<file path="config.mk">
export PLATFORM = sky130hd
export DESIGN_NAME = rmq_front
export DESIGN_NICKNAME = d
export VERILOG_FILES = /design/src/sv/rmq_pkg.sv /design/src/sv/rmq_front.sv
export SDC_FILE = /design/constraint.sdc
export NUM_CORES = 1
export LEC_CHECK = 0
export BUFFER_PORTS_ARGS = -buffer_cell sky130_fd_sc_hd__buf_2
export CORE_MARGIN = 2
export CORE_UTILIZATION = 50
export CTS_CLUSTER_DIAMETER = 200
export DETAILED_ROUTE_END_ITERATION = 8
export PLACE_DENSITY = 0.82
export SLEW_MARGIN = 5
export SYNTH_ARGS = -nofsm -noshare
export SYNTH_HDL_FRONTEND = slang
export SYNTH_SLANG_ARGS = --single-unit
</file>
<file path="constraint.sdc">
create_clock -name clk -period 10 [get_ports clk]
set_clock_uncertainty 0.15 [all_clocks]
set_input_delay 2 -clock clk [delete_from_list [all_inputs] [get_ports clk]]
set_output_delay 2 -clock clk [all_outputs]
set_load 0.02 [all_outputs]
</file>
<file path="src/sv/rmq_pkg.sv">
package rmq_pkg;

  localparam int DW = 16;
  localparam int FB = 14;

  localparam int TR_W = DW + 2;
  localparam int RAD_W = DW + 2;
  localparam int SQ_IN_W = RAD_W + FB + 2;
  localparam int PAIRS = (SQ_IN_W + 1) / 2;
  localparam int ROOT_W = PAIRS + 1;
  localparam int REM_W = PAIRS + 3;
  localparam int SQ_PER = 3;
  localparam int SQ_STAGES = (PAIRS + SQ_PER - 1) / SQ_PER;

  localparam int NUM_W = DW + 1;
  localparam int QB = DW - 1;
  localparam int DIVD_W = NUM_W + FB + 1;
  localparam int DV_PER = 3;
  localparam int DV_STAGES = (QB + DV_PER - 1) / DV_PER;
  localparam int DIV_LAT = DV_STAGES + 2;
  localparam int LANES = 3;

  localparam int QS_W = ((ROOT_W + 1 > DW) ? ROOT_W + 1 : DW) + 1;

  typedef logic signed [DW-1:0] data_t;

  localparam data_t DMAX = {1'b0, {(DW-1){1'b1}}};
  localparam data_t DMIN = {1'b1, {(DW-1){1'b0}}};
  localparam logic signed [TR_W-1:0] ONE = TR_W'(1) << FB;

  typedef enum logic [1:0] {
    BR_TRACE = 2'd0,
    BR_X     = 2'd1,
    BR_Y     = 2'd2,
    BR_Z     = 2'd3
  } branch_t;

  typedef struct packed {
    branch_t                      br;
    logic                         bad;
    logic [LANES-1:0]             neg;
    logic [LANES-1:0][NUM_W-1:0]  mag;
  } side_t;

  typedef struct packed {
    logic              valid;
    logic [ROOT_W-1:0] root;
    logic [REM_W-1:0]  rem;
    logic [RAD_W-1:0]  rad;
    side_t             side;
  } sq_t;

  typedef struct packed {
    logic              ovf;
    logic              neg;
    logic [ROOT_W-1:0] s;
    logic [ROOT_W-1:0] rem;
    logic [QB-1:0]     low;
    logic [QB-1:0]     q;
  } dv_t;

  typedef struct packed {
    logic    valid;
    branch_t br;
    logic    bad;
    data_t   quarter;
  } ctrl_t;

  typedef struct packed {
    data_t   w;
    data_t   x;
    data_t   y;
    data_t   z;
    branch_t br;
    logic    bad;
  } res_t;

endpackage

</file>
<file path="src/sv/rmq_front.sv">
module rmq_front (
  input  logic                       clk,
  input  logic                       rst,
  input  logic                       en,
  input  logic                       in_valid,
  input  rmq_pkg::data_t             m00,
  input  rmq_pkg::data_t             m01,
  input  rmq_pkg::data_t             m02,
  input  rmq_pkg::data_t             m10,
  input  rmq_pkg::data_t             m11,
  input  rmq_pkg::data_t             m12,
  input  rmq_pkg::data_t             m20,
  input  rmq_pkg::data_t             m21,
  input  rmq_pkg::data_t             m22,
  output logic                       out_valid,
  output logic [rmq_pkg::RAD_W-1:0]  rad,
  output rmq_pkg::side_t             side
);
  import rmq_pkg::*;

  logic signed [TR_W-1:0] a00, a11, a22, tr, rad_c;
  logic signed [NUM_W-1:0] d21m12, d02m20, d10m01, s01p10, s02p20, s12p21;
  logic signed [NUM_W-1:0] n [LANES];
  branch_t br_c;
  side_t side_c;

  always_comb begin
    a00 = TR_W'(m00);
    a11 = TR_W'(m11);
    a22 = TR_W'(m22);
    tr = a00 + a11 + a22;
    if (tr > 0) begin
      br_c = BR_TRACE;
      rad_c = tr + ONE;
    end else if (a00 > a11 && a00 > a22) begin
      br_c = BR_X;
      rad_c = ONE + a00 - a11 - a22;
    end else if (a11 > a22) begin
      br_c = BR_Y;
      rad_c = ONE + a11 - a00 - a22;
    end else begin
      br_c = BR_Z;
      rad_c = ONE + a22 - a00 - a11;
    end

    d21m12 = NUM_W'(m21) - NUM_W'(m12);
    d02m20 = NUM_W'(m02) - NUM_W'(m20);
    d10m01 = NUM_W'(m10) - NUM_W'(m01);
    s01p10 = NUM_W'(m01) + NUM_W'(m10);
    s02p20 = NUM_W'(m02) + NUM_W'(m20);
    s12p21 = NUM_W'(m12) + NUM_W'(m21);

    case (br_c)
      BR_TRACE: begin
        n[0] = d21m12; n[1] = d02m20; n[2] = d10m01;
      end
      BR_X: begin
        n[0] = d21m12; n[1] = s01p10; n[2] = s02p20;
      end
      BR_Y: begin
        n[0] = d02m20; n[1] = s01p10; n[2] = s12p21;
      end
      default: begin
        n[0] = d10m01; n[1] = s02p20; n[2] = s12p21;
      end
    endcase

    side_c.br = br_c;
    side_c.bad = (rad_c <= 0);
    for (int i = 0; i < LANES; i++) begin
      side_c.neg[i] = n[i][NUM_W-1];
      side_c.mag[i] = n[i][NUM_W-1] ? NUM_W'(-n[i]) : NUM_W'(n[i]);
    end
  end

  always_ff @(posedge clk) begin
    if (rst) begin
      out_valid <= 1'b0;
    end else if (en) begin
      out_valid <= in_valid;
    end
  end

  always_ff @(posedge clk) begin
    if (en) begin
      rad <= RAD_W'(rad_c);
      side <= side_c;
    end
  end

endmodule

</file>
Word level (Yosys, flattened, before mapping)
Cells that the tools add are included.
- register bits after elaboration: 76
- word-level logic and storage cells: 51
- $add $sub $neg: 21
- order comparisons: 5
- equality and inequality tests: 2
- muxes and demuxes: 10
- reductions and logical operators: 2
- operators with widths (cell ; count):
    case mux 51 bit (3 select lines) ; 1
    adder 16 x 16 -> 17 bit ; 4
    2-to-1 mux 18 bit ; 3
    subtractor 17 x 16 -> 18 bit ; 3
    subtractor 18 x 16 -> 18 bit ; 3
    adder 16 x 16 -> 17 bit, first input constant ; 3
    negation 17 bit ; 3
    subtractor 16 x 16 -> 17 bit ; 3
    > comparator 16 bit ; 3
    2-to-1 mux 16 bit ; 3
    adder 17 x 16 -> 18 bit ; 1
    adder 18 x 16 -> 18 bit, second input constant ; 1
    > comparator 18 x 1 -> 1 bit, second input constant ; 1
    <= comparator 18 x 1 -> 1 bit, second input constant ; 1
    2-to-1 mux 2 bit ; 2
    == test 2 x 1 -> 1 bit, second input constant ; 1
    == test 2 bit, second input constant ; 1
    logical NOT 2 bit ; 1
    logical AND 1 bit ; 1
    2-to-1 mux 1 bit ; 1

Depth between registers and ports, before layout
- word-level depth: 8
- mapped depth: 31

Worst setup path after synthesis
OpenSTA, ideal clock, no wires.
- kind: input port to flip-flop
- from: input port m11[1]
- to: register side[46] (netlist bit) (data pin)
- library setup time: 0.262 ns
- data arrival time: 7.631 ns
- data required time: 9.588 ns
- slack: 1.957 ns
- cell stages on the path: 25
- path through: inv_1 fa_1 inv_1 ha_1 fa_1 a211oi_1 o21ai_1 a221o_1 a221o_1 xor2_1 inv_1 ha_1 nand3_1 or4_4 a2111oi_4 nand3b_2 nand2_1 buf_4 buf_4 buf_2 mux2i_1 ha_1 nor4b_2 a21oi_1 xor2_1
- RTL lines (what ; RTL line ; RTL):
    from (decl) ; rmq_front.sv:10 ; input rmq_pkg::data_t m11,
    to (signal assigned) ; rmq_front.sv:87 ; side <= side_c;
    to (decl) ; rmq_front.sv:17 ; output rmq_pkg::side_t side

==> out/results.txt <==
outcome: completed
# H-tree levels: 3
Post-CTS Setup Repair Bufs: 0
crit path kind: primary input to flop
clk root buf: clkbuf_16
initial drt markers: 1,170
die width: 185 um
startpoint class of the critical path: primary input
die area: 34,300 um2
Synth-to-Final Area Change: 11.1%
Worst VDD drop: 0.0000920 V
Max transition margin: 19.5%
Util after Layout: 56.3%
hold path depth: 2
DR DRC count: 0
CP Data Required Time: 9940 ps
GR peak layer: met2
io pins: 224
gr ovfl total: 0
largest net degree at the start of global routing: 77
Total GRT Usage: 28.1%
fin nets: 2,650
M3 GR Usage: 2.28%
post-cts resize count: 0
fin. max-slew vios: 0
CTS clk-pin slew, worst paths: 70 ps
WL final: 49.2 mm
Core ar.: 32,500 um2
setup violators final: 0
post-synthesis async set-or-reset flop share: 0%
post-synthesis sequential area ratio: 13.8%
routing usage on met1: 34.8%
clk buf depth: 2
Clk Latency, worst-skew pair: 340 ps
FILL cells: 2,947
Num CTS Buffers: 9
leakage: 8.67 nW
CTS tree: yes
initial core utilization: 50.6%
layout cells sized above 1: 14.5%
reg-to-reg slack, setup: 9240 ps
cell area after synthesis: 16,400 um2
syn nets: 2,465
Pre-Repair DR Iteration Count: 6
IO buf count: 223
routed vias: 15,165
worst slew pin tran: 1170 ps
top_reg_cell synth: edfxtp_1
hold_buf cts: 0
gpl congestion: 0.981
routed length per instance: 19.1 um
hold crit path type: flop to flop
vias per cell: 5.89
vias in the first global route: 14,732
number of enable flip-flop cells after synthesis: 75
reg2reg path depth: 2
crit path DAT: 8740 ps
Worst Path Max Fanout: 33
max-cap violation count: 0
PnR worst setup slack: 1200 ps
initial antenna violation count: 1
Syn Inst Count: 1,943
row count: 66
clock period minus worst slack: 8800 ps
Yosys cell types: 86
fmax: 114 MHz
CTS Sinks: 76
synthesis warning total: 0
TNS Setup: 0 ps
Placement Setup Slack: 1080 ps
Tcrit/Tclk final: 88.0%
Avg Cell Area, Syn: 8.46 um2
Die H: 185 um
Detail Route Antenna Nets: 0
register bit total from synthesis: 76
crit end category: flop
Final Hold Viols: 0
grt met2 use: 49.6%
unrepaired setup endpoints after global routing: no
global-route wire length before repair: 75.7 mm
Final HPWL DP: 41.1 mm
Power per Cell Area: 171 nW/um2
## through the flow
stage               instances  hold slack [ps]  instance area [um2]  power (mW)
finish                   2576              378                18300        3.13
global route             2575              453                18300        3.32
CTS                      2575              393                18300        3.09
detailed placement       2559              377                17900        2.72
global placement         2559              317                17900        2.68
floorplan                1943              429                16400        2.09
## cells in the mapped netlist (54+ instances only)
cell type,instances,share of area (%)
ha_1,300,23
inv_1,195,4.5
nor2_1,159,3.6
a21oi_1,120,3.7
nand2_1,119,2.7
o21ai_0,99,3.0
xnor2_1,99,5.3
edfxtp_1,75,14
fa_1,74,9.0
xor2_1,60,3.2
nor3_1,56,1.7
mux2i_1,54,3.3
## state kept, by name (all words and copies together), names as in the netlist
signal and count:
rad 18, out_valid 1, side 57
## critical path: stages
cell	delay, ps
buf_2	160
inv_1	80
fa_1	540
inv_1	40
ha_1	220
fa_1	490
a211oi_1	530
o21ai_1	210
a221o_1	410
a221o_1	370
xor2_1	170
inv_1	90
ha_1	160
nand3_1	80
or4_4	540
a2111oi_4	350
and3b_1	450
o21ai_2	110
buf_4	300
o21a_1	230
inv_1	70
ha_1	210
and3_1	190
nand4_1	140
a21oi_2	310
a21oi_1	130
xnor2_1	150
## worst paths after layout
kind / from / end
max: m00[1] / side[14]
min: out_valid / out_valid
max reg2reg: out_valid / out_valid
min reg2reg: out_valid / out_valid
## area by class of cell
class,instances,area (um2),area share (%)
inverter,197,739,4.05
timing repair buffer,236,1220,6.66
multi-input combinational,1608,13200,72.1
clock buffer,11,233,1.27
tap,442,553,3.03
antenna,1,2.50,0.0137
clock inverter,5,85.1,0.466
sequential,76,2270,12.4
## logic make-up (layout without fill, tap and decap cells)
| kind of cell | Yosys count | after routing | synth area share (%) |
|---|---|---|---|
| compound gates | 481 | 481 | 19.5 |
| xor+xnor | 159 | 159 | 8.48 |
| fa+ha+maj | 374 | 374 | 31.9 |
| buf+inv | 259 | 449 | 6.18 |
| flops | 76 | 76 | 13.8 |
| mux | 79 | 79 | 5.00 |
| other cells | 0 | 1 | 0 |
| simple gates | 515 | 515 | 15.2 |
## report_power, final
group | switching, mW | leakage [nW] | total [mW] | internal [mW]
Clock | 0.140 | 0.150 | 0.361 | 0.220
Combinational | 1.32 | 7.78 | 2.14 | 0.813
Sequential | 0.0900 | 0.741 | 0.631 | 0.541
Total | 1.55 | 8.67 | 3.13 | 1.57
## layout by cell type, fill, tap and decap left out, drive strengths merged, types with 25 or more instances in the layout
master  instances
a211oi         26
nand3          37
mux2           25
nand2         119
nor2b          28
mux2i          54
buf           236
inv           197
a21oi         122
edfxtp         75
xor2           60
nor3           56
nor2          160
xnor2          99
a21o           28
ha            300
o21ai         103
fa             74
## per-layer routing
| layer | vias up | wire, um |
|---|---|---|
| li1 | 7224 | - |
| met1 | 7133 | 19900 |
| met2 | 671 | 23900 |
| met3 | 135 | 3170 |
| met4 | 2 | 2140 |
| met5 | - | 7 |
Note: power is estimated with default switching activity, not from simulation.
