[config.mk]
export PLATFORM = sky130hd
export DESIGN_NAME = rmq_div
export DESIGN_NICKNAME = d
export VERILOG_FILES = /design/src/sv/rmq_pkg.sv /design/src/sv/rmq_div.sv
export SDC_FILE = /design/constraint.sdc
export NUM_CORES = 1
export LEC_CHECK = 0
export ABC_CLOCK_PERIOD_IN_PS = 12550
export BUFFER_PORTS_ARGS = -buffer_cell sky130_fd_sc_hd__buf_2
export CAP_MARGIN = 15
export CORE_MARGIN = 8
export CORE_UTILIZATION = 58
export CTS_BUF_LIST = sky130_fd_sc_hd__clkbuf_8
export CTS_CLUSTER_DIAMETER = 50
export CTS_CLUSTER_SIZE = 14
export DETAILED_ROUTE_END_ITERATION = 8
export MAX_ROUTING_LAYER = met4
export PLACE_DENSITY_LB_ADDON = 0.12
export SYNTH_ARGS = -nofsm -noshare
export SYNTH_HDL_FRONTEND = slang
export SYNTH_SLANG_ARGS = --single-unit
[constraint.sdc]
create_clock -name clk -period 12.55 [get_ports clk]
set_input_delay 2.51 -clock clk [delete_from_list [all_inputs] [get_ports clk]]
set_output_delay 2.51 -clock clk [all_outputs]
set_load 0.02 [all_outputs]
[src/sv/rmq_pkg.sv]
package rmq_pkg;

  localparam int DW = 16;
  localparam int FB = 14;

  localparam int TR_W = DW + 2;
  localparam int RAD_W = DW + 2;
  localparam int SQ_IN_W = RAD_W + FB + 2;
  localparam int PAIRS = (SQ_IN_W + 1) / 2;
  localparam int ROOT_W = PAIRS + 1;
  localparam int REM_W = PAIRS + 3;
  localparam int SQ_PER = 3;
  localparam int SQ_STAGES = (PAIRS + SQ_PER - 1) / SQ_PER;

  localparam int NUM_W = DW + 1;
  localparam int QB = DW - 1;
  localparam int DIVD_W = NUM_W + FB + 1;
  localparam int DV_PER = 3;
  localparam int DV_STAGES = (QB + DV_PER - 1) / DV_PER;
  localparam int DIV_LAT = DV_STAGES + 2;
  localparam int LANES = 3;

  localparam int QS_W = ((ROOT_W + 1 > DW) ? ROOT_W + 1 : DW) + 1;

  typedef logic signed [DW-1:0] data_t;

  localparam data_t DMAX = {1'b0, {(DW-1){1'b1}}};
  localparam data_t DMIN = {1'b1, {(DW-1){1'b0}}};
  localparam logic signed [TR_W-1:0] ONE = TR_W'(1) << FB;

  typedef enum logic [1:0] {
    BR_TRACE = 2'd0,
    BR_X     = 2'd1,
    BR_Y     = 2'd2,
    BR_Z     = 2'd3
  } branch_t;

  typedef struct packed {
    branch_t                      br;
    logic                         bad;
    logic [LANES-1:0]             neg;
    logic [LANES-1:0][NUM_W-1:0]  mag;
  } side_t;

  typedef struct packed {
    logic              valid;
    logic [ROOT_W-1:0] root;
    logic [REM_W-1:0]  rem;
    logic [RAD_W-1:0]  rad;
    side_t             side;
  } sq_t;

  typedef struct packed {
    logic              ovf;
    logic              neg;
    logic [ROOT_W-1:0] s;
    logic [ROOT_W-1:0] rem;
    logic [QB-1:0]     low;
    logic [QB-1:0]     q;
  } dv_t;

  typedef struct packed {
    logic    valid;
    branch_t br;
    logic    bad;
    data_t   quarter;
  } ctrl_t;

  typedef struct packed {
    data_t   w;
    data_t   x;
    data_t   y;
    data_t   z;
    branch_t br;
    logic    bad;
  } res_t;

endpackage

[src/sv/rmq_div.sv]
module rmq_div (
  input  logic                        clk,
  input  logic                        en,
  input  logic [rmq_pkg::NUM_W-1:0]   mag,
  input  logic                        neg,
  input  logic [rmq_pkg::ROOT_W-1:0]  s,
  output rmq_pkg::data_t              q
);
  import rmq_pkg::*;

  logic [DIVD_W-1:0] dvd, hi;
  dv_t st0_c, st0;
  dv_t prv [DV_STAGES];
  dv_t nxt [DV_STAGES];
  dv_t st  [DV_STAGES];
  dv_t last;
  data_t qv, res_c;

  always_comb begin
    dvd = (DIVD_W'(mag) << FB) + DIVD_W'(s >> 1);
    hi = dvd >> QB;
    st0_c.ovf = (hi >= DIVD_W'(s));
    st0_c.neg = neg;
    st0_c.s = s;
    st0_c.rem = hi[ROOT_W-1:0];
    st0_c.low = dvd[QB-1:0];
    st0_c.q = '0;
  end

  always_ff @(posedge clk) begin
    if (en) begin
      st0 <= st0_c;
    end
  end

  for (genvar k = 0; k < DV_STAGES; k++) begin : g_stage
    if (k == 0) begin : g_first
      assign prv[k] = st0;
    end else begin : g_rest
      assign prv[k] = st[k-1];
    end

    always_comb begin
      dv_t cur;
      logic [ROOT_W:0] r;
      int idx;
      cur = prv[k];
      for (int j = 0; j < DV_PER; j++) begin
        idx = QB - 1 - (k * DV_PER + j);
        if (idx >= 0) begin
          r = {cur.rem, cur.low[idx]};
          if (r >= {1'b0, cur.s}) begin
            r = r - {1'b0, cur.s};
            cur.q[idx] = 1'b1;
          end
          cur.rem = r[ROOT_W-1:0];
        end
      end
      nxt[k] = cur;
    end

    always_ff @(posedge clk) begin
      if (en) begin
        st[k] <= nxt[k];
      end
    end
  end

  assign last = st[DV_STAGES-1];

  always_comb begin
    qv = data_t'({1'b0, last.q});
    if (last.ovf) begin
      res_c = last.neg ? DMIN : DMAX;
    end else begin
      res_c = last.neg ? -qv : qv;
    end
  end

  always_ff @(posedge clk) begin
    if (en) begin
      q <= res_c;
    end
  end

endmodule
## Word-level counts from Yosys, hierarchy flattened

Memory sizes are Yosys's and may differ from the RTL's.
Index checks and enable logic that the tools add are counted.

- Flip-flop bits (word level): 68
- Memory bits (writable): 340
- Memories: 1
- Logic and storage cells: 75
- Output and inout port bits: 16
- Bits of input ports: 38

- Order comparisons: 16
- $add $sub $neg: 17
- Muxes and demuxes: 35

Memories:

| memory | depth | bits a word | rd ports | clocked after memory_dff | wr ports | line | source |
|---|---|---|---|---|---|---|---|
| st | 5 | 68 | 5 | 0 | 5 | rmq_div.sv:15 | `dv_t st [DV_STAGES];` |

Operators by type and width:

| cell | number |
|---|---|
| 18-bit two-way mux | 15 |
| 18-bit subtractor | 15 |
| 19-bit by 18-bit >= comparator with 1-bit output | 14 |
| 16-bit two-way mux | 3 |
| 31-bit by 17-bit adder with 32-bit output | 1 |
| 17-bit by 18-bit >= comparator with 1-bit output | 1 |
| 18-bit >= comparator | 1 |
| 1-bit two-way mux | 17 |
| 15-bit negation with 16-bit output | 1 |

## Longest topological paths before layout

An unclocked memory read counts as a cell.

- Word-level depth: 7
- Gate-level depth with buffers: 38
- Depth with buffers taken out: 35

## Worst setup path after synthesis

Ideal clock, no wire load.

- Path kind: reg-to-reg
- Start: memory st[0][185] in the netlist's numbering
- End: memory st[0][244] in the netlist's numbering (data pin)
- Cell stages (with the launch flop): 34
- Data arrival time: 7.882 ns
- Period minus slack after synthesis: 8.144 ns
- Buffers on the path: 5
- Data required time: 12.288 ns
- Setup time: 0.262 ns
- Path slack: 4.406 ns
- Cells stage by stage: edfxtp_1 -> inv_1 -> ha_1 -> nor2b_1 -> o31a_1 -> o31a_1 -> o211ai_1 -> nand3_1 -> a21boi_1 -> buf_2 -> mux2_2 -> ha_1 -> a21oi_1 -> o21ai_1 -> or3_1 -> o221ai_2 -> a211oi_1 -> or4_1 -> a221o_1 -> buf_2 -> buf_2 -> mux2_2 -> ha_1 -> a21oi_1 -> o21ai_0 -> and2_1 -> o41ai_1 -> a21oi_1 -> a211o_1 -> a31o_2 -> a211o_1 -> buf_4 -> buf_6 -> mux2_1

RTL lines:

| item | line |
|---|---|
| start, declared | rmq_div.sv:15 |

==> reports/qor.json <==
{
  "yosys": {
    "synth_ff_type": "edfxtp_1",
    "yosys-top-cells-area": "edfxtp_1, ha_1, xnor2_1",
    "synth_top_area_share_pct": 31.67,
    "synth_seq_area_share_pct": 31.67,
    "synth-async-reset-ratio_pct": 0,
    "synth_largest_area_cell": "edfxtp_1",
    "netlist_area_sq_um": 23990,
    "yosys_warnings": 0,
    "mappedNetlistNets": 2882,
    "post_synth_edffs": 253,
    "ys_ff_latch": 253,
    "syn-mean-instance-area_sq_um": 9.452,
    "synth.lib_cells_used.distinct": 93,
    "synthCells": 2538
  },
  "setup_path": {
    "timing.critical_path.fanout_max": 25,
    "crit_type": "reg -> reg",
    "worst-endpoint-required_ns": 12.87,
    "worst_ep_arrival_time_ns": 9.70,
    "worstSetupStartpointType": "register",
    "cp_slowest_stage_delay_ns": 0.62,
    "crit_slowest_cell": "o41ai_1",
    "critical_path.endpoint_type": "register"
  },
  "sta": {
    "timing.final.crit_period_ns": 9.375,
    "maxSlewViolCount": 0,
    "final-setup-viol-count": 0,
    "rsz0062_at_grt": "false",
    "final-hold-violation-count": 0,
    "relSlewSlack_pct": 23.52,
    "max_freq_mhz": 106.7,
    "finalCritPeriodShare_pct": 74.70,
    "worst_slew_pin_slew_ns": 1.147,
    "totalNegativeSetupSlack_ns": 0,
    "timing.clock.skew_ns": 0.02041
  },
  "cts": {
    "post_cts.resized_instances": 0,
    "clk_path_buf_depth": 3,
    "cts.reportedPaths.clkPinSlew_ns": 0.09,
    "cts.root.buffer_cell": "clkbuf_8",
    "numCtsBuffers": 34,
    "ctsHoldBuffers": 0,
    "htree_num_levels": 2,
    "cts.repair_timing.setup_buffer_count": 0,
    "cts_tree": "yes",
    "later_pin_clock_latency_in_the_skew_report_ns": 0.60,
    "clk_sinks": 253
  },
  "route": {
    "wl_per_cell_um": 20.12,
    "drt_iter0_markers": 1525,
    "drt-total-wl_um": 63330,
    "firstDrtPassIters": 5,
    "dr_wl_met2_um": 29980,
    "met1_length_um": 28480,
    "met3_routed_length_um": 2993,
    "via_count": 19408,
    "drc": 0,
    "route.top_layer_used": "met4",
    "final_antenna_net_count": 0,
    "drt-vias-per-instance": 6.165
  },
  "cells_and_area": {
    "final_layout_size_suffix_gt1_share_pct": 9.178,
    "syn2layout_area_growth_pct": 6.536,
    "final_net_count": 2937,
    "layout.filler_cells": 3453
  },
  "floorplan": {
    "floorplan.initialDensity_pct": 58.75,
    "die_w_um": 219.4,
    "die-area_sq_um": 48120,
    "num_io_pins": 54,
    "rows": 74,
    "fp.coreArea_sq_um": 40830,
    "dieHeight_um": 219.4
  },
  "grt": {
    "gr-usage-all-layers_pct": 26.77,
    "grt_start_max_net_pins": 90,
    "global_route.overflow_total": 0,
    "grt_pass1_vias": 19042,
    "antenna_found_initial": 0,
    "grt_pass1_wl_um": 100800
  },
  "worst_hold_path": {
    "timing.hold.worst.class": "reg -> reg"
  },
  "outcome": {
    "status": "completed"
  },
  "flow_run": {
    "timing.max_cap.violations": 0
  },
  "placed_design": {
    "place_congestion": 0.9412,
    "dp.final_hpwl_um": 50360,
    "number_of_buffer_cells_added_on_primary_ports": 53
  }
}
cell usage after synthesis, types with 36 or more instances:
| cell type | count |
|---|---|
| a21o_1 | 88 |
| a21oi_1 | 221 |
| edfxtp_1 | 253 |
| ha_1 | 291 |
| inv_1 | 202 |
| mux2_2 | 62 |
| mux2i_1 | 38 |
| nand2_1 | 166 |
| nand3_1 | 40 |
| nand4_1 | 36 |
| nor2_1 | 174 |
| nor3_1 | 53 |
| o21a_1 | 58 |
| o21ai_0 | 130 |
| xnor2_1 | 132 |
| xor2_1 | 68 |
path summary, 6_finish.rpt:
kind                            cells past startpoint  startpoint    endpoint  slack [ns]
worst max register to register                     31  st[0][185]  st[0][244]        3.17
worst max-delay path                               31  st[0][185]  st[0][244]        3.17
worst min register to register                      0   st[0][82]  st[0][150]        0.42
worst min-delay path                                0   st[0][82]  st[0][150]        0.42
sequential cells by signal, indices dropped and copies added, names as in the netlist:
name / cells
g_stage.$5.cur: 21
q: 16
st: 199
prv: 17
worst max-delay path: cells and delay by family, from the launching register on:
kind	cells	cell delay [ns]
AND/OR/NAND/NOR	5	0.99
flip-flops	1	0.49
adder cells (fa/ha/maj)	3	0.82
buffers and inverters	4	0.65
AO/OA/AOI/OAI	17	5.23
multiplexers	2	0.89
routing by layer:
layer | up-vias | global-route usage, %
met3 | 108 | 3.387
met1 | 9213 | 33.74
met4 | 0 | 7.673
met5 | - | -
li1 | 9584 | -
met2 | 503 | 44.83
cell usage in the layout, fill, tap and decap left out, types with 10 or more instances in the layout:
| master | n |
|---|---|
| a211o_1 | 13 |
| a211oi_1 | 18 |
| a21boi_0 | 16 |
| a21o_1 | 88 |
| a21oi_1 | 221 |
| a31oi_1 | 20 |
| and2_1 | 13 |
| and3_1 | 16 |
| buf_2 | 52 |
| buf_4 | 10 |
| clkbuf_8 | 35 |
| edfxtp_1 | 253 |
| fa_1 | 15 |
| ha_1 | 291 |
| inv_1 | 203 |
| mux2_1 | 29 |
| mux2_2 | 62 |
| mux2_4 | 15 |
| mux2i_1 | 38 |
| nand2_1 | 166 |
| nand2b_1 | 30 |
| nand3_1 | 40 |
| nand4_1 | 36 |
| nor2_1 | 174 |
| nor2b_1 | 35 |
| nor3_1 | 53 |
| o211ai_1 | 16 |
| o21a_1 | 58 |
| o21ai_0 | 130 |
| o21ai_1 | 13 |
| o21bai_1 | 30 |
| o221ai_1 | 13 |
| o31ai_1 | 16 |
| or3_1 | 16 |
| xnor2_1 | 132 |
| xor2_1 | 68 |
cells by family after synthesis:
kind of cell,synth area share (%)
flip-flops,31.67
XOR/XNOR,7.302
adder cells (fa/ha/maj),16.43
buffers and inverters,4.126
AO/OA/AOI/OAI,20.70
AND/OR/NAND/NOR,12.97
multiplexers,6.796
per-stage QoR:
stage / utilization (%) / hold slack (ns) / instances / setup slack (ns) / instance area [sq um]
6_report: 62.59 / 0.4213 / 3148 / 3.175 / 25560
5_1_grt: 62.58 / 0.4253 / 3147 / 2.410 / 25550
4_1_cts: 62.58 / 0.4216 / 3147 / 3.260 / 25550
3_5_place_dp: 60.84 / 0.4045 / 3089 / 3.338 / 24840
3_3_place_gp: 60.84 / 0.4007 / 3089 / 3.386 / 24840
2_1_floorplan: - / 0.4003 / 2538 / 4.406 / 23990
area by class of cell:
class	count	area [sq um]	area share (%)
multi-input combinational	2035	15460	60.48
sequential	253	7597	29.73
inverter	206	773.2	3.026
tap	532	665.6	2.605
clock buffer	35	481.7	1.885
timing repair buffer	63	350.3	1.371
clock inverter	23	229.0	0.8960
antenna	1	2.502	0.009792
Power is not shown: default switching activity piles up to over one toggle a cycle in this logic, so the estimate is an artifact.
