## src/sv/rmq_pkg.sv

```systemverilog
package rmq_pkg;

  localparam int DW = 16;
  localparam int FB = 14;

  localparam int TR_W = DW + 2;
  localparam int RAD_W = DW + 2;
  localparam int SQ_IN_W = RAD_W + FB + 2;
  localparam int PAIRS = (SQ_IN_W + 1) / 2;
  localparam int ROOT_W = PAIRS + 1;
  localparam int REM_W = PAIRS + 3;
  localparam int SQ_PER = 3;
  localparam int SQ_STAGES = (PAIRS + SQ_PER - 1) / SQ_PER;

  localparam int NUM_W = DW + 1;
  localparam int QB = DW - 1;
  localparam int DIVD_W = NUM_W + FB + 1;
  localparam int DV_PER = 3;
  localparam int DV_STAGES = (QB + DV_PER - 1) / DV_PER;
  localparam int DIV_LAT = DV_STAGES + 2;
  localparam int LANES = 3;

  localparam int QS_W = ((ROOT_W + 1 > DW) ? ROOT_W + 1 : DW) + 1;

  typedef logic signed [DW-1:0] data_t;

  localparam data_t DMAX = {1'b0, {(DW-1){1'b1}}};
  localparam data_t DMIN = {1'b1, {(DW-1){1'b0}}};
  localparam logic signed [TR_W-1:0] ONE = TR_W'(1) << FB;

  typedef enum logic [1:0] {
    BR_TRACE = 2'd0,
    BR_X     = 2'd1,
    BR_Y     = 2'd2,
    BR_Z     = 2'd3
  } branch_t;

  typedef struct packed {
    branch_t                      br;
    logic                         bad;
    logic [LANES-1:0]             neg;
    logic [LANES-1:0][NUM_W-1:0]  mag;
  } side_t;

  typedef struct packed {
    logic              valid;
    logic [ROOT_W-1:0] root;
    logic [REM_W-1:0]  rem;
    logic [RAD_W-1:0]  rad;
    side_t             side;
  } sq_t;

  typedef struct packed {
    logic              ovf;
    logic              neg;
    logic [ROOT_W-1:0] s;
    logic [ROOT_W-1:0] rem;
    logic [QB-1:0]     low;
    logic [QB-1:0]     q;
  } dv_t;

  typedef struct packed {
    logic    valid;
    branch_t br;
    logic    bad;
    data_t   quarter;
  } ctrl_t;

  typedef struct packed {
    data_t   w;
    data_t   x;
    data_t   y;
    data_t   z;
    branch_t br;
    logic    bad;
  } res_t;

endpackage

```

## src/sv/rmq_sqrt.sv

```systemverilog
module rmq_sqrt (
  input  logic                        clk,
  input  logic                        rst,
  input  logic                        en,
  input  logic                        in_valid,
  input  logic [rmq_pkg::RAD_W-1:0]   rad,
  input  rmq_pkg::side_t              side,
  output logic                        out_valid,
  output logic [rmq_pkg::ROOT_W-1:0]  s,
  output rmq_pkg::side_t              side_o
);
  import rmq_pkg::*;

  function automatic sq_t sq_step(sq_t cur, int idx);
    logic [2*PAIRS-1:0] x;
    logic [1:0] pr;
    logic [REM_W-1:0] r, trial;
    sq_t nx;
    nx = cur;
    x = (2*PAIRS)'(cur.rad) << (FB + 2);
    pr = x[2*idx +: 2];
    r = (cur.rem << 2) | REM_W'(pr);
    trial = (REM_W'(cur.root) << 2) | REM_W'(1);
    if (r >= trial) begin
      nx.rem = r - trial;
      nx.root = (cur.root << 1) | ROOT_W'(1);
    end else begin
      nx.rem = r;
      nx.root = cur.root << 1;
    end
    return nx;
  endfunction

  sq_t st_in;
  sq_t prv [SQ_STAGES];
  sq_t nxt [SQ_STAGES];
  sq_t st  [SQ_STAGES];
  sq_t last;

  assign st_in = '{valid: in_valid, root: '0, rem: '0, rad: rad, side: side};
  assign last = st[SQ_STAGES-1];

  for (genvar k = 0; k < SQ_STAGES; k++) begin : g_stage
    if (k == 0) begin : g_first
      assign prv[k] = st_in;
    end else begin : g_rest
      assign prv[k] = st[k-1];
    end

    always_comb begin
      sq_t cur;
      int idx;
      cur = prv[k];
      for (int j = 0; j < SQ_PER; j++) begin
        idx = PAIRS - 1 - (k * SQ_PER + j);
        if (idx >= 0) begin
          cur = sq_step(cur, idx);
        end
      end
      nxt[k] = cur;
    end

    always_ff @(posedge clk) begin
      if (rst) begin
        st[k].valid <= 1'b0;
      end else if (en) begin
        st[k] <= nxt[k];
      end
    end
  end

  always_ff @(posedge clk) begin
    if (rst) begin
      out_valid <= 1'b0;
    end else if (en) begin
      out_valid <= last.valid;
    end
  end

  always_ff @(posedge clk) begin
    if (en) begin
      s <= (last.rem > REM_W'(last.root)) ? ROOT_W'(last.root + ROOT_W'(1)) : last.root;
      side_o <= last.side;
    end
  end

endmodule

```

## config.mk

```make
export PLATFORM = sky130hd
export DESIGN_NAME = rmq_sqrt
export DESIGN_NICKNAME = d
export VERILOG_FILES = /design/src/sv/rmq_pkg.sv /design/src/sv/rmq_sqrt.sv
export SDC_FILE = /design/constraint.sdc
export NUM_CORES = 1
export LEC_CHECK = 0
export ABC_CLOCK_PERIOD_IN_PS = 28300
export BUFFER_PORTS_ARGS = -buffer_cell sky130_fd_sc_hd__buf_2
export CAP_MARGIN = 20
export CELL_PAD_IN_SITES_DETAIL_PLACEMENT = 0
export CELL_PAD_IN_SITES_GLOBAL_PLACEMENT = 1
export CORE_MARGIN = 2
export CORE_UTILIZATION = 46
export DETAILED_ROUTE_END_ITERATION = 6
export GPL_TIMING_DRIVEN = 0
export HOLD_SLACK_MARGIN = 0.08
export PLACE_DENSITY_LB_ADDON = 0.3
export SYNTH_ARGS = -nofsm -noshare
export SYNTH_HDL_FRONTEND = slang
export SYNTH_SLANG_ARGS = --single-unit
```

## constraint.sdc

```tcl
create_clock -name clk -period 28.3 [get_ports clk]
set_input_delay 2.83 -clock clk [delete_from_list [all_inputs] [get_ports clk]]
set_output_delay 2.83 -clock clk [all_outputs]
set_load 0.05 [all_outputs]
```

* Word level (Yosys, flattened, before mapping)
Memory sizes are Yosys's and may differ from the RTL's.
Cells that the tools add are included.
Widths: inputs -> output; s select.
** Cells by class
- Add/subtract/negate cells :: 18
- Order comparisons :: 18
- Muxes and demuxes :: 29
- Bitwise gates (word level) :: 14
** Operators by type and width (count)
- $mux 21 :: 17
- $ge 20x20->1 :: 14
- $sub 20x20->20 :: 14
- $or 20x2->20 :: 8
- $ge 20x3->1 :: 1
- $ge 20x4->1 :: 1
- $gt 20x18->1 :: 1
- $sub 20x3->20 :: 1
- $sub 20x4->20 :: 1
- $add 18x1->18 const B :: 1
- $mux 18 :: 1
- $mux 1 :: 11
- $or 1x1->1 :: 6
- $sub 2x1->3 const B :: 1
- $ge 2x1->1 const B :: 1
** Storage, ports and cells
- Register bits :: 76
- Memory bits (writable) :: 684
- Bits of input ports :: 79
- Output and inout bits :: 76
- Word-level logic and storage cells :: 88
- Memories kept :: 1
** Memories
- st :: depth 6, width 114, read ports 6, clocked after Yosys merged registers in 0, write ports 6, RTL line rmq_sqrt.sv:37 : sq_t st [SQ_STAGES];

* Depth between registers and ports, before layout
Gate-level depths: netlist of run 1.
An unclocked memory read counts as a cell.
- Word-level depth :: 10
- Gate-level depth with buffers :: 40
- Depth with buffers taken out :: 37

* Least setup slack after synthesis of run 1
OpenSTA, ideal clock, no wires.
- Kind :: input-to-reg
- From :: input port rst
- To :: memory st[0][113] (netlist name), data pin
- Library setup time :: 0.291 ns
- Arrival :: 27.763 ns
- Data required time :: 28.009 ns
- Setup slack :: 0.246 ns
- Stages :: 2
- Buffers on the path :: 0
- Cell sequence :: nor2b_1 > and2_1
** RTL lines
- start: declaration :: RTL line rmq_sqrt.sv:3 : input logic rst,
- end: declaration :: RTL line rmq_sqrt.sv:37

==> run_summary.xml, run 1 <==
<?xml version="1.0" encoding="UTF-8"?>
<metrics>
  <group name="placed_design">
    <metric name="dp_worst_setup_slack" unit="ns">17.96</metric>
    <metric name="placed_area" unit="mm²">0.0322</metric>
    <metric name="portBuffers" unit="">153</metric>
    <metric name="placed_cells" unit="">3324</metric>
    <metric name="gp_congestion" unit="">0.871</metric>
    <metric name="detailed_place_hpwl" unit="mm">45.9</metric>
  </group>
  <group name="sta">
    <metric name="final.setup_skew" unit="ns">0.0574</metric>
    <metric name="grt_setup_unrepaired" unit="">false</metric>
    <metric name="max_slew_margin" unit="%">34.8</metric>
    <metric name="finalSetupViolCount" unit="">0</metric>
    <metric name="timing.final.hold_violations" unit="">0</metric>
    <metric name="finalCriticalPeriod" unit="ns">10.35</metric>
    <metric name="setup_total_negative_slack" unit="ns">0</metric>
    <metric name="fin_ws" unit="ns">17.95</metric>
    <metric name="maxClockFrequency" unit="MHz">96.6</metric>
    <metric name="slew_violations" unit="">0</metric>
    <metric name="worstMarginPinSlew" unit="ns">0.970</metric>
    <metric name="final_min_period_over_clock_period" unit="%">36.6</metric>
  </group>
  <group name="logic_synthesis">
    <metric name="ys_warn_count" unit="">0</metric>
    <metric name="netlist_instances" unit="">2297</metric>
    <metric name="seq_area_frac_synth" unit="%">61.2</metric>
    <metric name="synth.avg_cell_area" unit="µm²">13.1</metric>
    <metric name="mappedNetlistArea" unit="mm²">0.0300</metric>
    <metric name="number_of_enable_flip_flop_cells_after_synthesis" unit="">610</metric>
    <metric name="synth_async_sr_flop_share" unit="%">0</metric>
    <metric name="netlist-cell-type-count" unit="">98</metric>
    <metric name="ys_dominant_reg_cell" unit="">sky130_fd_sc_hd__edfxtp_1</metric>
    <metric name="synth.ff_latch_count" unit="">611</metric>
  </group>
  <group name="global_route">
    <metric name="grt_max_degree" unit="">71</metric>
    <metric name="initial_antenna_violation_count" unit="">4</metric>
    <metric name="via_count_of_the_first_global_routing_pass" unit="">18100</metric>
    <metric name="grt-ovfl-total" unit="">0</metric>
    <metric name="grt_use_total" unit="%">18.1</metric>
    <metric name="grt_pass1_wl" unit="mm">96.7</metric>
  </group>
  <group name="detailed_routing">
    <metric name="wirelength" unit="mm">61.2</metric>
    <metric name="via_count" unit="">18600</metric>
    <metric name="drt_iter0_drc" unit="">1136</metric>
    <metric name="post_drt_wl_per_cell" unit="µm">17.8</metric>
    <metric name="drt_first_pass_iters" unit="">5</metric>
    <metric name="routed_via_density" unit="">5.41</metric>
    <metric name="antenna_left" unit="">0</metric>
    <metric name="remaining_drc_errors" unit="">0</metric>
  </group>
  <group name="floorplan">
    <metric name="die_y" unit="µm">259</metric>
    <metric name="die-area" unit="mm²">0.0672</metric>
    <metric name="initial_core_util" unit="%">46.5</metric>
    <metric name="rows" unit="">93</metric>
    <metric name="horizontal_die_dimension" unit="µm">259</metric>
    <metric name="design.portCount" unit="">155</metric>
    <metric name="design.core.area" unit="mm²">0.0645</metric>
  </group>
  <group name="pwr">
    <metric name="max-vdd-ir-drop" unit="V">0.0000437</metric>
    <metric name="p_sw_share" unit="%">27.8</metric>
    <metric name="pwr-share-clk" unit="%">34.9</metric>
    <metric name="p_leak" unit="nW">12.9</metric>
    <metric name="pwr-share-seq" unit="%">44.1</metric>
    <metric name="power.net_switching" unit="mW">0.695</metric>
    <metric name="power.density" unit="mW/mm²">72.4</metric>
    <metric name="p_comb_share" unit="%">21.0</metric>
    <metric name="intPower" unit="mW">1.80</metric>
  </group>
  <group name="worst_setup_path">
    <metric name="crit_family" unit="">compound AO/OA/AOI/OAI gates</metric>
    <metric name="worstPathMaxFanout" unit="">11</metric>
    <metric name="setup.reg_to_reg.worst_slack" unit="ns">17.95</metric>
    <metric name="setup.worst_path.start" unit="">st[1][209]</metric>
    <metric name="r2r_start" unit="">st[1][209]</metric>
    <metric name="critical_path.slowest_cell" unit="">sky130_fd_sc_hd__a21oi_1</metric>
    <metric name="setup.worst_path.start_class" unit="">flop</metric>
    <metric name="worst_ep_required_time" unit="ns">28.61</metric>
    <metric name="worst_r2r_path_depth" unit="">40</metric>
    <metric name="crit_path_end" unit="">st[2][89]</metric>
    <metric name="crit_path_kind" unit="">reg2reg</metric>
    <metric name="worst_path_most_repeated_cell" unit="">sky130_fd_sc_hd__a21oi_1</metric>
    <metric name="crit_path_arrival_time" unit="ns">10.67</metric>
    <metric name="cp.buffers_inverters" unit="">8</metric>
    <metric name="r2r_end" unit="">st[2][89]</metric>
    <metric name="cp_slowest_stage_delay" unit="ns">0.53</metric>
    <metric name="logic_depth_of_the_worst_path_buffers_included" unit="">40</metric>
    <metric name="type_of_destination_of_the_critical_path" unit="">flop</metric>
  </group>
  <group name="clocking">
    <metric name="cts.clk_slew.worst_paths" unit="ns">0.05</metric>
    <metric name="cts-root-buf" unit="">sky130_fd_sc_hd__clkbuf_16</metric>
    <metric name="cts_tree" unit="">built</metric>
    <metric name="clock_latency" unit="ns">0.62</metric>
    <metric name="cts-buffers-inserted" unit="">67</metric>
    <metric name="cts.hold.buffers_added" unit="">0</metric>
    <metric name="postCtsSetupBuffers" unit="">0</metric>
    <metric name="post_cts_resized" unit="">0</metric>
    <metric name="cts_num_sinks" unit="">611</metric>
    <metric name="cts-htree-levels" unit="">3</metric>
    <metric name="cts-root-to-sink-buffers" unit="">3</metric>
  </group>
  <group name="final_layout">
    <metric name="fillers" unit="">5440</metric>
    <metric name="final_nets" unit="">2794</metric>
    <metric name="finalInstanceArea" unit="mm²">0.0345</metric>
    <metric name="layout.cells.non_filler" unit="">3447</metric>
    <metric name="final_layout_size_suffix_gt1_share" unit="%">15.0</metric>
    <metric name="finalCoreUtilization" unit="%">53.5</metric>
    <metric name="areaGrowthSynthToFinish" unit="%">15.0</metric>
  </group>
  <group name="worst_hold_path">
    <metric name="hp-class" unit="">reg2reg</metric>
  </group>
  <group name="status">
    <metric name="outcome" unit="">finished clean</metric>
  </group>
  <group name="run">
    <metric name="max_cap_viol_count" unit="">0</metric>
  </group>
</metrics>
## metrics by stage
step                power [mW]  hold slack, ns
floorplan                 1.54           0.400
global placement          1.66           0.400
detailed placement        1.64           0.405
CTS                       2.52           0.376
global route              2.62           0.383
finish                    2.50           0.379
## Yosys cell counts, drive strengths merged, types with 10 or more instances
cell type	number	area [µm²]
a211oi	18	150
a21boi	15	113
a21o	46	345
a21oi	131	656
a31oi	12	75.1
and2	16	100
and3	10	62.6
clkbuf	27	101
edfxtp	610	18300
ha	171	2140
inv	154	578
mux2	60	676
mux2i	25	250
nand2	136	510
nand2b	26	163
nand3	38	190
nand4	19	140
nor2	146	548
nor2b	16	100
nor3	57	313
nor3b	10	75.1
nor4	26	184
o211ai	11	82.6
o21a	25	188
o21ai	98	490
o21bai	18	135
o31ai	25	198
or2	18	115
or3	21	136
or4	12	101
xnor2	112	981
xor2	52	455
## power groups by stage
| stage | Combinational, mW | Clock [mW] | Sequential (mW) |
|---|---|---|---|
| 6_report | 0.524 | 0.871 | 1.10 |
| 5_1_grt | 0.581 | 0.931 | 1.11 |
| 4_1_cts | 0.524 | 0.895 | 1.10 |
| 3_5_place_dp | 0.520 | 0 | 1.12 |
| 3_3_place_gp | 0.504 | 0 | 1.16 |
| 2_1_floorplan | 0.378 | 0 | 1.16 |
## sequential cells by signal, summed over array words and instances, names as in the netlist
name       flops
s             18
out_valid      1
st           535
side_o        57
## metal layers
| metal | wire, µm | vias to the layer above | global-route usage, % |
|---|---|---|---|
| li1 | - | 9168 | - |
| met1 | 27000 | 8978 | 24.2 |
| met2 | 29900 | 390 | 30.6 |
| met3 | 2580 | 108 | 2.74 |
| met4 | 1730 | 0 | 5.86 |
| met5 | 0 | - | 0 |
## cell families after synthesis
group,synth area share [%]
multiplexers,3.09
XOR/XNOR,4.79
AO/OA/AOI/OAI,11.1
buffers and inverters,2.48
other,0.0125
flip-flops,61.2
AND/OR/NAND/NOR,9.89
adder cells (fa/ha/maj),7.47
## placed cells by master (no fill, tap or decap), types with 12 or more instances in the layout
cell type                   netlist  layout
sky130_fd_sc_hd__edfxtp_1       610     610
sky130_fd_sc_hd__ha_1           171     171
sky130_fd_sc_hd__buf_2            3     155
sky130_fd_sc_hd__inv_1          151     151
sky130_fd_sc_hd__nor2_1         146     146
sky130_fd_sc_hd__nand2_1        136     136
sky130_fd_sc_hd__a21oi_1        131     131
sky130_fd_sc_hd__xnor2_1        112     112
sky130_fd_sc_hd__o21ai_0         93      93
sky130_fd_sc_hd__clkbuf_16        0      67
sky130_fd_sc_hd__mux2_2          60      60
sky130_fd_sc_hd__nor3_1          54      54
sky130_fd_sc_hd__xor2_1          52      52
sky130_fd_sc_hd__a21o_1          46      46
sky130_fd_sc_hd__clkbuf_1        27      43
sky130_fd_sc_hd__nand3_1         38      38
sky130_fd_sc_hd__nand2b_1        26      26
sky130_fd_sc_hd__o21a_1          25      25
sky130_fd_sc_hd__mux2i_1         25      25
sky130_fd_sc_hd__nor4_1          24      24
sky130_fd_sc_hd__o31ai_1         23      23
sky130_fd_sc_hd__or3_1           20      20
sky130_fd_sc_hd__o21bai_1        18      18
sky130_fd_sc_hd__nand4_1         17      17
sky130_fd_sc_hd__or2_2           16      16
sky130_fd_sc_hd__nor2b_1         16      15
sky130_fd_sc_hd__a211oi_1        15      15
sky130_fd_sc_hd__a21boi_0        15      15
sky130_fd_sc_hd__and2_1          15      15
sky130_fd_sc_hd__buf_12           0      13
sky130_fd_sc_hd__a31oi_1         12      12
## worst min-delay path by stage
| stage | startpoint | end | cells after the start |
|---|---|---|---|
| after floorplan | st[2][114] | side_o[0] | 0 |
| after global placement | st[1][142] | st[2][28] | 0 |
| after detailed placement | st[2][140] | side_o[26] | 0 |
| after CTS | st[2][14] | st[2][128] | 0 |
| after global routing | st[2][14] | st[2][128] | 0 |
| final | st[2][14] | st[2][128] | 0 |
## area by class of cell
cell class | instances | area (µm²) | area share, %
clock buffer | 83 | 1740 | 5.03
buffer | 36 | 158 | 0.457
clock inverter | 38 | 512 | 1.48
antenna | 1 | 2.50 | 0.00725
timing repair buffer | 172 | 1180 | 3.42
tap | 855 | 1070 | 3.10
inverter | 156 | 586 | 1.70
multi-input combinational | 1495 | 10900 | 31.6
sequential | 611 | 18300 | 53.2
Power figures use the tool's default switching activity.
==> run 2: changes to the inputs <==
ABC_AREA = 1   (was default)
ABC_CLOCK_PERIOD_IN_PS = 10150   (was 28300)
CORE_UTILIZATION = 49   (was 46)
clock period = 10.15 ns   (was 28.3 ns; I/O delays follow)
==> run_summary.xml, run 2 <==
<?xml version="1.0" encoding="UTF-8"?>
<metrics>
  <group name="status">
    <metric name="outcome" unit="">finished clean</metric>
  </group>
  <group name="pwr">
    <metric name="p_leak" unit="nW">14.7</metric>
    <metric name="pwr-share-clk" unit="%">35.3</metric>
    <metric name="p_comb_share" unit="%">21.7</metric>
    <metric name="max-vdd-ir-drop" unit="V">0.000131</metric>
    <metric name="power.density" unit="mW/mm²">202</metric>
    <metric name="pwr-share-seq" unit="%">43.0</metric>
    <metric name="intPower" unit="mW">5.07</metric>
    <metric name="p_sw_share" unit="%">29.4</metric>
    <metric name="power.net_switching" unit="mW">2.12</metric>
  </group>
  <group name="sta">
    <metric name="worstMarginPinSlew" unit="ns">0.750</metric>
    <metric name="finalCriticalPeriod" unit="ns">8.54</metric>
    <metric name="slew_violations" unit="">0</metric>
    <metric name="max_slew_margin" unit="%">49.8</metric>
    <metric name="grt_setup_unrepaired" unit="">false</metric>
    <metric name="finalSetupViolCount" unit="">0</metric>
    <metric name="setup_total_negative_slack" unit="ns">0</metric>
    <metric name="final_min_period_over_clock_period" unit="%">84.2</metric>
    <metric name="final.setup_skew" unit="ns">0.0448</metric>
    <metric name="maxClockFrequency" unit="MHz">117</metric>
    <metric name="timing.final.hold_violations" unit="">0</metric>
  </group>
  <group name="clocking">
    <metric name="cts_num_sinks" unit="">611</metric>
    <metric name="cts-htree-levels" unit="">3</metric>
    <metric name="cts-buffers-inserted" unit="">66</metric>
    <metric name="cts.clk_slew.worst_paths" unit="ns">0.06</metric>
    <metric name="clock_latency" unit="ns">0.61</metric>
    <metric name="cts_tree" unit="">built</metric>
    <metric name="postCtsSetupBuffers" unit="">0</metric>
    <metric name="cts.hold.buffers_added" unit="">0</metric>
    <metric name="cts-root-to-sink-buffers" unit="">3</metric>
    <metric name="cts-root-buf" unit="">sky130_fd_sc_hd__clkbuf_16</metric>
    <metric name="post_cts_resized" unit="">0</metric>
  </group>
  <group name="floorplan">
    <metric name="design.portCount" unit="">155</metric>
    <metric name="die-area" unit="mm²">0.0654</metric>
    <metric name="die_y" unit="µm">256</metric>
    <metric name="horizontal_die_dimension" unit="µm">256</metric>
    <metric name="rows" unit="">92</metric>
    <metric name="design.core.area" unit="mm²">0.0629</metric>
    <metric name="initial_core_util" unit="%">49.4</metric>
  </group>
  <group name="worst_setup_path">
    <metric name="setup.worst_path.start" unit="">st[1][209]</metric>
    <metric name="crit_path_kind" unit="">reg2reg</metric>
    <metric name="setup.reg_to_reg.worst_slack" unit="ns">1.61</metric>
    <metric name="r2r_end" unit="">st[2][89]</metric>
    <metric name="cp_slowest_stage_delay" unit="ns">0.44</metric>
    <metric name="crit_path_end" unit="">st[2][89]</metric>
    <metric name="worstPathMaxFanout" unit="">10</metric>
    <metric name="cp.buffers_inverters" unit="">10</metric>
    <metric name="critical_path.slowest_cell" unit="">sky130_fd_sc_hd__edfxtp_1</metric>
    <metric name="worst_path_most_repeated_cell" unit="">sky130_fd_sc_hd__nand2_1</metric>
    <metric name="r2r_start" unit="">st[1][209]</metric>
    <metric name="logic_depth_of_the_worst_path_buffers_included" unit="">41</metric>
    <metric name="crit_family" unit="">simple AND/OR/NAND/NOR gates</metric>
    <metric name="setup.worst_path.start_class" unit="">flop</metric>
    <metric name="type_of_destination_of_the_critical_path" unit="">flop</metric>
    <metric name="worst_ep_required_time" unit="ns">10.48</metric>
    <metric name="crit_path_arrival_time" unit="ns">8.88</metric>
    <metric name="worst_r2r_path_depth" unit="">41</metric>
  </group>
  <group name="global_route">
    <metric name="via_count_of_the_first_global_routing_pass" unit="">20300</metric>
    <metric name="grt_pass1_wl" unit="mm">108</metric>
    <metric name="grt-ovfl-total" unit="">0</metric>
    <metric name="initial_antenna_violation_count" unit="">1</metric>
    <metric name="grt_use_total" unit="%">21.0</metric>
    <metric name="grt_max_degree" unit="">72</metric>
  </group>
  <group name="worst_hold_path">
    <metric name="hp-class" unit="">reg2reg</metric>
    <metric name="hold_path_startpoint" unit="">st[1][161]</metric>
  </group>
  <group name="logic_synthesis">
    <metric name="netlist_instances" unit="">2957</metric>
    <metric name="most_frequent_cell_after_synthesis" unit="">sky130_fd_sc_hd__nand2_1</metric>
    <metric name="ys_dominant_reg_cell" unit="">sky130_fd_sc_hd__edfxtp_1</metric>
    <metric name="seq_area_frac_synth" unit="%">59.1</metric>
    <metric name="synth_async_sr_flop_share" unit="%">0</metric>
    <metric name="netlist-cell-type-count" unit="">51</metric>
    <metric name="top_cells_by_instance_count_after_synthesis" unit="">sky130_fd_sc_hd__nand2_1, sky130_fd_sc_hd__edfxtp_1, sky130_fd_sc_hd__inv_1, sky130_fd_sc_hd__nor2_1, sky130_fd_sc_hd__nand3_1</metric>
    <metric name="yosys.area_share.xor_xnor" unit="%">3.92</metric>
    <metric name="yosys-top-cells-area" unit="">sky130_fd_sc_hd__edfxtp_1, sky130_fd_sc_hd__nand2_1, sky130_fd_sc_hd__ha_1</metric>
    <metric name="synth_compound_area_share" unit="%">6.59</metric>
    <metric name="muxShareOfSynthArea" unit="%">0.0323</metric>
    <metric name="synth_top_area_share" unit="%">59.0</metric>
    <metric name="synth.ff_latch_count" unit="">611</metric>
    <metric name="synth.largest_area_cell" unit="">sky130_fd_sc_hd__edfxtp_1</metric>
    <metric name="number_of_enable_flip_flop_cells_after_synthesis" unit="">610</metric>
    <metric name="mappedNetlistArea" unit="mm²">0.0310</metric>
    <metric name="synth.avg_cell_area" unit="µm²">10.5</metric>
    <metric name="ys_warn_count" unit="">0</metric>
    <metric name="adder_and_majority_cell_fraction_of_the_synthesized_area" unit="%">7.22</metric>
    <metric name="post_synth_and_or_nand_nor_area_fraction" unit="%">18.2</metric>
    <metric name="synth_top_family_by_area" unit="">simple AND/OR/NAND/NOR gates</metric>
  </group>
  <group name="final_layout">
    <metric name="largest_registers" unit="">st x535, side_o x57, s x18</metric>
    <metric name="layout.cells.non_filler" unit="">4095</metric>
    <metric name="final_antenna_diode_count" unit="">0</metric>
    <metric name="final_nets" unit="">3452</metric>
    <metric name="largest-register" unit="">st</metric>
    <metric name="finalInstanceArea" unit="mm²">0.0356</metric>
    <metric name="final_common_cell" unit="">sky130_fd_sc_hd__nand2_1</metric>
    <metric name="areaGrowthSynthToFinish" unit="%">14.7</metric>
    <metric name="fillers" unit="">5347</metric>
    <metric name="mostFrequentLayoutCells" unit="">sky130_fd_sc_hd__nand2_1, sky130_fd_sc_hd__edfxtp_1, sky130_fd_sc_hd__inv_1, sky130_fd_sc_hd__nor2_1, sky130_fd_sc_hd__nand3_1</metric>
    <metric name="largest_reg_flops" unit="">535</metric>
    <metric name="final_layout_size_suffix_gt1_share" unit="%">12.4</metric>
  </group>
  <group name="detailed_routing">
    <metric name="post_drt_wl_per_cell" unit="µm">16.7</metric>
    <metric name="drt_first_pass_iters" unit="">5</metric>
    <metric name="via_count" unit="">21000</metric>
    <metric name="antenna_left" unit="">0</metric>
    <metric name="wirelength" unit="mm">68.6</metric>
    <metric name="remaining_drc_errors" unit="">0</metric>
    <metric name="drt_iter0_drc" unit="">1298</metric>
    <metric name="routed_via_density" unit="">5.12</metric>
  </group>
  <group name="placed_design">
    <metric name="portBuffers" unit="">154</metric>
    <metric name="detailed_place_hpwl" unit="mm">53.4</metric>
    <metric name="placed_cells" unit="">3975</metric>
    <metric name="gp_congestion" unit="">0.911</metric>
    <metric name="placed_area" unit="mm²">0.0332</metric>
  </group>
  <group name="run">
    <metric name="max_cap_viol_count" unit="">0</metric>
  </group>
</metrics>
==> run 2: cell count changes after synthesis, sizes merged, moves of 39 or more <==
cell | before | now
nand3 | 38 | 210
nand2 | 136 | 698
o21ai | 98 | 171
nor2 | 146 | 245
xnor2 | 112 | 49
a21o | 46 | 7
inv | 154 | 352
mux2 | 60 | 0
==> run 2: power by group through the flow <==
stage	clock (mW)	sequential (mW)	combinational, mW
finish	2.54	3.09	1.56
global route	2.71	3.10	1.77
CTS	2.61	3.09	1.56
detailed placement	0	3.14	1.55
global placement	0	3.17	1.51
floorplan	0	3.19	1.12
==> run 2: layer usage <==
| layer | up-vias | GRT usage, % | share of wire [%] |
|---|---|---|---|
| met5 | - | 0 | 0 |
| met4 | 0 | 6.30 | 2.3 |
| met3 | 103 | 3.09 | 4.6 |
| met2 | 444 | 34.6 | 47 |
| met1 | 9776 | 29.0 | 46 |
| li1 | 10700 | - | - |
==> run 2: worst min-delay path by stage <==
stage               slack, ns  depth (start not counted)         end
CTS                      0.39                          0   st[2][47]
global placement         0.40                          0   st[1][38]
floorplan                0.40                          0   side_o[0]
finish                   0.40                          0   st[2][47]
detailed placement       0.40                          0  side_o[11]
global route             0.41                          0   st[2][18]
==> run 2: area by class of cell <==
type | count | area (µm²) | share of cell area, %
Clock inverter | 46 | 689 | 1.94
Sequential cell | 611 | 18300 | 51.5
Buffer | 33 | 204 | 0.573
Inverter | 353 | 1330 | 3.72
Multi-Input combinational cell | 1961 | 11200 | 31.4
Clock buffer | 74 | 1680 | 4.72
Timing Repair Buffer | 171 | 1140 | 3.19
Tap cell | 846 | 1060 | 2.97
==> run 2: cells by family (layout without fill, tap and decap cells) <==
| kind of cell | after synthesis | count (layout) |
|---|---|---|
| and+or+nand+nor | 1270 | 1270 |
| DFF | 611 | 611 |
| buffers and inverters | 386 | 677 |
| AOI/OAI and AO/OA | 374 | 374 |
| adders and majority gates | 176 | 176 |
| xor gates and xnor gates | 138 | 138 |
| other | 1 | 2 |
| muxes | 1 | 1 |
==> run 2: stage by stage <==
step	util [%]	worst slack, ns	hold WS, ns	power, mW
3_3_place_gp	52.3	-4.57	0.400	4.68
2_1_floorplan	-	0.0365	0.400	4.31
5_1_grt	56.7	0.834	0.413	7.58
3_5_place_dp	52.9	1.77	0.405	4.69
4_1_cts	56.7	1.73	0.391	7.26
6_report	56.7	1.61	0.398	7.19
==> run 3: changes to the inputs <==
ABC_CLOCK_PERIOD_IN_PS = 7480   (was 10150)
CORE_UTILIZATION = 45   (was 49)
clock period = 7.48 ns   (was 10.15 ns; I/O delays follow)
==> run_summary.xml, run 3 (synthesis results as in run 2) <==
<?xml version="1.0" encoding="UTF-8"?>
<metrics>
  <group name="pwr">
    <metric name="p_leak" unit="nW">14.7</metric>
    <metric name="pwr-share-seq" unit="%">43.4</metric>
    <metric name="power.density" unit="mW/mm²">270</metric>
    <metric name="p_sw_share" unit="%">29.9</metric>
    <metric name="intPower" unit="mW">6.76</metric>
    <metric name="fin_total_pwr" unit="mW">9.65</metric>
    <metric name="power.net_switching" unit="mW">2.88</metric>
    <metric name="p_comb_share" unit="%">22.4</metric>
    <metric name="max-vdd-ir-drop" unit="V">0.000208</metric>
    <metric name="pwr-share-clk" unit="%">34.3</metric>
  </group>
  <group name="worst_setup_path">
    <metric name="worst_path_most_repeated_cell" unit="">sky130_fd_sc_hd__inv_1</metric>
    <metric name="critical_path.slowest_cell" unit="">sky130_fd_sc_hd__edfxtp_1</metric>
    <metric name="cp_slowest_stage_delay" unit="ns">0.44</metric>
    <metric name="worstPathMaxFanout" unit="">11</metric>
    <metric name="setup.worst_path.start_class" unit="">flop</metric>
    <metric name="worst_ep_required_time" unit="ns">7.82</metric>
    <metric name="cp.buffers_inverters" unit="">15</metric>
    <metric name="type_of_destination_of_the_critical_path" unit="">flop</metric>
    <metric name="crit_path_kind" unit="">reg2reg</metric>
    <metric name="crit_family" unit="">buffers and inverters</metric>
    <metric name="crit_path_arrival_time" unit="ns">7.33</metric>
    <metric name="setup.reg_to_reg.worst_slack" unit="ns">0.49</metric>
  </group>
  <group name="global_route">
    <metric name="grt-ovfl-total" unit="">0</metric>
    <metric name="initial_antenna_violation_count" unit="">4</metric>
    <metric name="grt_max_degree" unit="">71</metric>
    <metric name="grt_use_total" unit="%">18.9</metric>
    <metric name="grt_pass1_wl" unit="mm">106</metric>
    <metric name="via_count_of_the_first_global_routing_pass" unit="">20300</metric>
  </group>
  <group name="floorplan">
    <metric name="die_y" unit="µm">267</metric>
    <metric name="design.core.area" unit="mm²">0.0685</metric>
    <metric name="initial_core_util" unit="%">45.3</metric>
    <metric name="design.portCount" unit="">155</metric>
    <metric name="die-area" unit="mm²">0.0711</metric>
    <metric name="rows" unit="">96</metric>
    <metric name="horizontal_die_dimension" unit="µm">267</metric>
  </group>
  <group name="sta">
    <metric name="timing.final.hold_violations" unit="">0</metric>
    <metric name="final_min_period_over_clock_period" unit="%">93.4</metric>
    <metric name="final.setup_skew" unit="ns">0.0414</metric>
    <metric name="finalCriticalPeriod" unit="ns">6.99</metric>
    <metric name="slew_violations" unit="">0</metric>
    <metric name="worstMarginPinSlew" unit="ns">0.726</metric>
    <metric name="fin_ws" unit="ns">0.490</metric>
    <metric name="finalSetupViolCount" unit="">0</metric>
    <metric name="max_slew_margin" unit="%">51.5</metric>
    <metric name="maxClockFrequency" unit="MHz">143</metric>
  </group>
  <group name="placed_design">
    <metric name="detailed_place_hpwl" unit="mm">52.3</metric>
    <metric name="portBuffers" unit="">154</metric>
    <metric name="gp_congestion" unit="">0.900</metric>
    <metric name="dp_worst_setup_slack" unit="ns">-0.881</metric>
  </group>
  <group name="detailed_routing">
    <metric name="wirelength" unit="mm">67.3</metric>
    <metric name="via_count" unit="">21000</metric>
    <metric name="drt_iter0_drc" unit="">1435</metric>
    <metric name="post_drt_wl_per_cell" unit="µm">16.2</metric>
    <metric name="drt_first_pass_iters" unit="">5</metric>
    <metric name="antenna_left" unit="">0</metric>
    <metric name="routed_via_density" unit="">5.08</metric>
    <metric name="remaining_drc_errors" unit="">0</metric>
  </group>
  <group name="run">
    <metric name="max_cap_viol_count" unit="">0</metric>
  </group>
  <group name="final_layout">
    <metric name="largest_registers" unit="">st x535, side_o x57, s x18</metric>
    <metric name="final_layout_size_suffix_gt1_share" unit="%">13.2</metric>
    <metric name="final_nets" unit="">3464</metric>
    <metric name="mostFrequentLayoutCells" unit="">sky130_fd_sc_hd__nand2_1, sky130_fd_sc_hd__edfxtp_1, sky130_fd_sc_hd__inv_1, sky130_fd_sc_hd__nor2_1, sky130_fd_sc_hd__nand3_1</metric>
    <metric name="final_common_cell" unit="">sky130_fd_sc_hd__nand2_1</metric>
    <metric name="final_antenna_diode_count" unit="">0</metric>
    <metric name="largest-register" unit="">st</metric>
    <metric name="largest_reg_flops" unit="">535</metric>
    <metric name="finalCoreUtilization" unit="%">52.2</metric>
    <metric name="areaGrowthSynthToFinish" unit="%">15.3</metric>
  </group>
  <group name="clocking">
    <metric name="cts.clk_slew.worst_paths" unit="ns">0.06</metric>
    <metric name="cts-buffers-inserted" unit="">66</metric>
    <metric name="cts_num_sinks" unit="">611</metric>
    <metric name="cts_tree" unit="">built</metric>
    <metric name="cts-htree-levels" unit="">3</metric>
    <metric name="clock_latency" unit="ns">0.63</metric>
    <metric name="cts-root-buf" unit="">sky130_fd_sc_hd__clkbuf_16</metric>
    <metric name="cts-root-to-sink-buffers" unit="">3</metric>
  </group>
  <group name="status">
    <metric name="outcome" unit="">finished clean</metric>
  </group>
  <group name="worst_hold_path">
    <metric name="hp-class" unit="">in2reg</metric>
  </group>
</metrics>
## run 3: changes by cell type in the layout (fill, tap and decap cells not counted), moves of 3 or more
cell                        before  now
sky130_fd_sc_hd__buf_4           2   15
sky130_fd_sc_hd__clkbuf_1       24   21
sky130_fd_sc_hd__buf_16          3    6
sky130_fd_sc_hd__clkinv_2       11    7
sky130_fd_sc_hd__o21ai_0       159  151
sky130_fd_sc_hd__o21ai_1        12   18
sky130_fd_sc_hd__clkbuf_4        0    5
sky130_fd_sc_hd__buf_2         160  155
sky130_fd_sc_hd__a21oi_2         6   10
sky130_fd_sc_hd__bufinv_16      12    8
sky130_fd_sc_hd__inv_1         337  333
sky130_fd_sc_hd__clkbuf_2        0    3
sky130_fd_sc_hd__a21oi_1       141  137
## run 3: layout make-up
type | count | area (µm²)
Multi-Input combinational cell | 1961 | 11200
Tap cell | 882 | 1100
Inverter | 353 | 1340
Timing Repair Buffer | 183 | 1260
Clock inverter | 40 | 556
Buffer | 33 | 235
Fill cell | 6091 | 32700
Sequential cell | 611 | 18300
Clock buffer | 77 | 1690
## run 3: power by group through the flow
| stage | logic, mW | registers (mW) | clock network, mW |
|---|---|---|---|
| 6_report | 2.16 | 4.18 | 3.31 |
| 3_3_place_gp | 2.07 | 4.30 | 0 |
| 2_1_floorplan | 1.52 | 4.33 | 0 |
| 3_5_place_dp | 2.12 | 4.26 | 0 |
| 5_1_grt | 2.44 | 4.20 | 3.52 |
| 4_1_cts | 2.15 | 4.18 | 3.40 |
## run 3: final timing paths
check             from         end  cells after the start
max          st[1][95]  st[1][206]                     42
min           side[42]   st[0][42]                      1
max reg2reg  st[1][95]  st[1][206]                     42
min reg2reg  st[2][21]  st[2][135]                      0
## run 3: repair_timing
item | CTS | global route
hold buffers | 0 | 0
pin swaps | 1 | 4
setup buffers | 3 | 8
gates resized for setup | 14 | 38
endpoints found under the setup margin | 35 | 36
## run 3: metrics by stage
stage	std cells	hold WS [ns]	TNS, ns	area, µm²
after detailed placement	4012	0.405	-15.42	33300
final	4140	0.297	0	35800
after CTS	4132	0.249	0	35600
after floorplan	2958	0.400	-825.91	31100
after global routing	4140	0.263	-0.0546	35800
after global placement	3994	0.400	-3037.10	32900
## run 3: layer usage
layer	track usage, %	part of all wire (%)	vias up
li1	-	-	10700
met1	25.7	46	9816
met2	31.4	47	414
met3	2.87	4.2	103
met4	5.62	2.5	0
met5	0	0	-
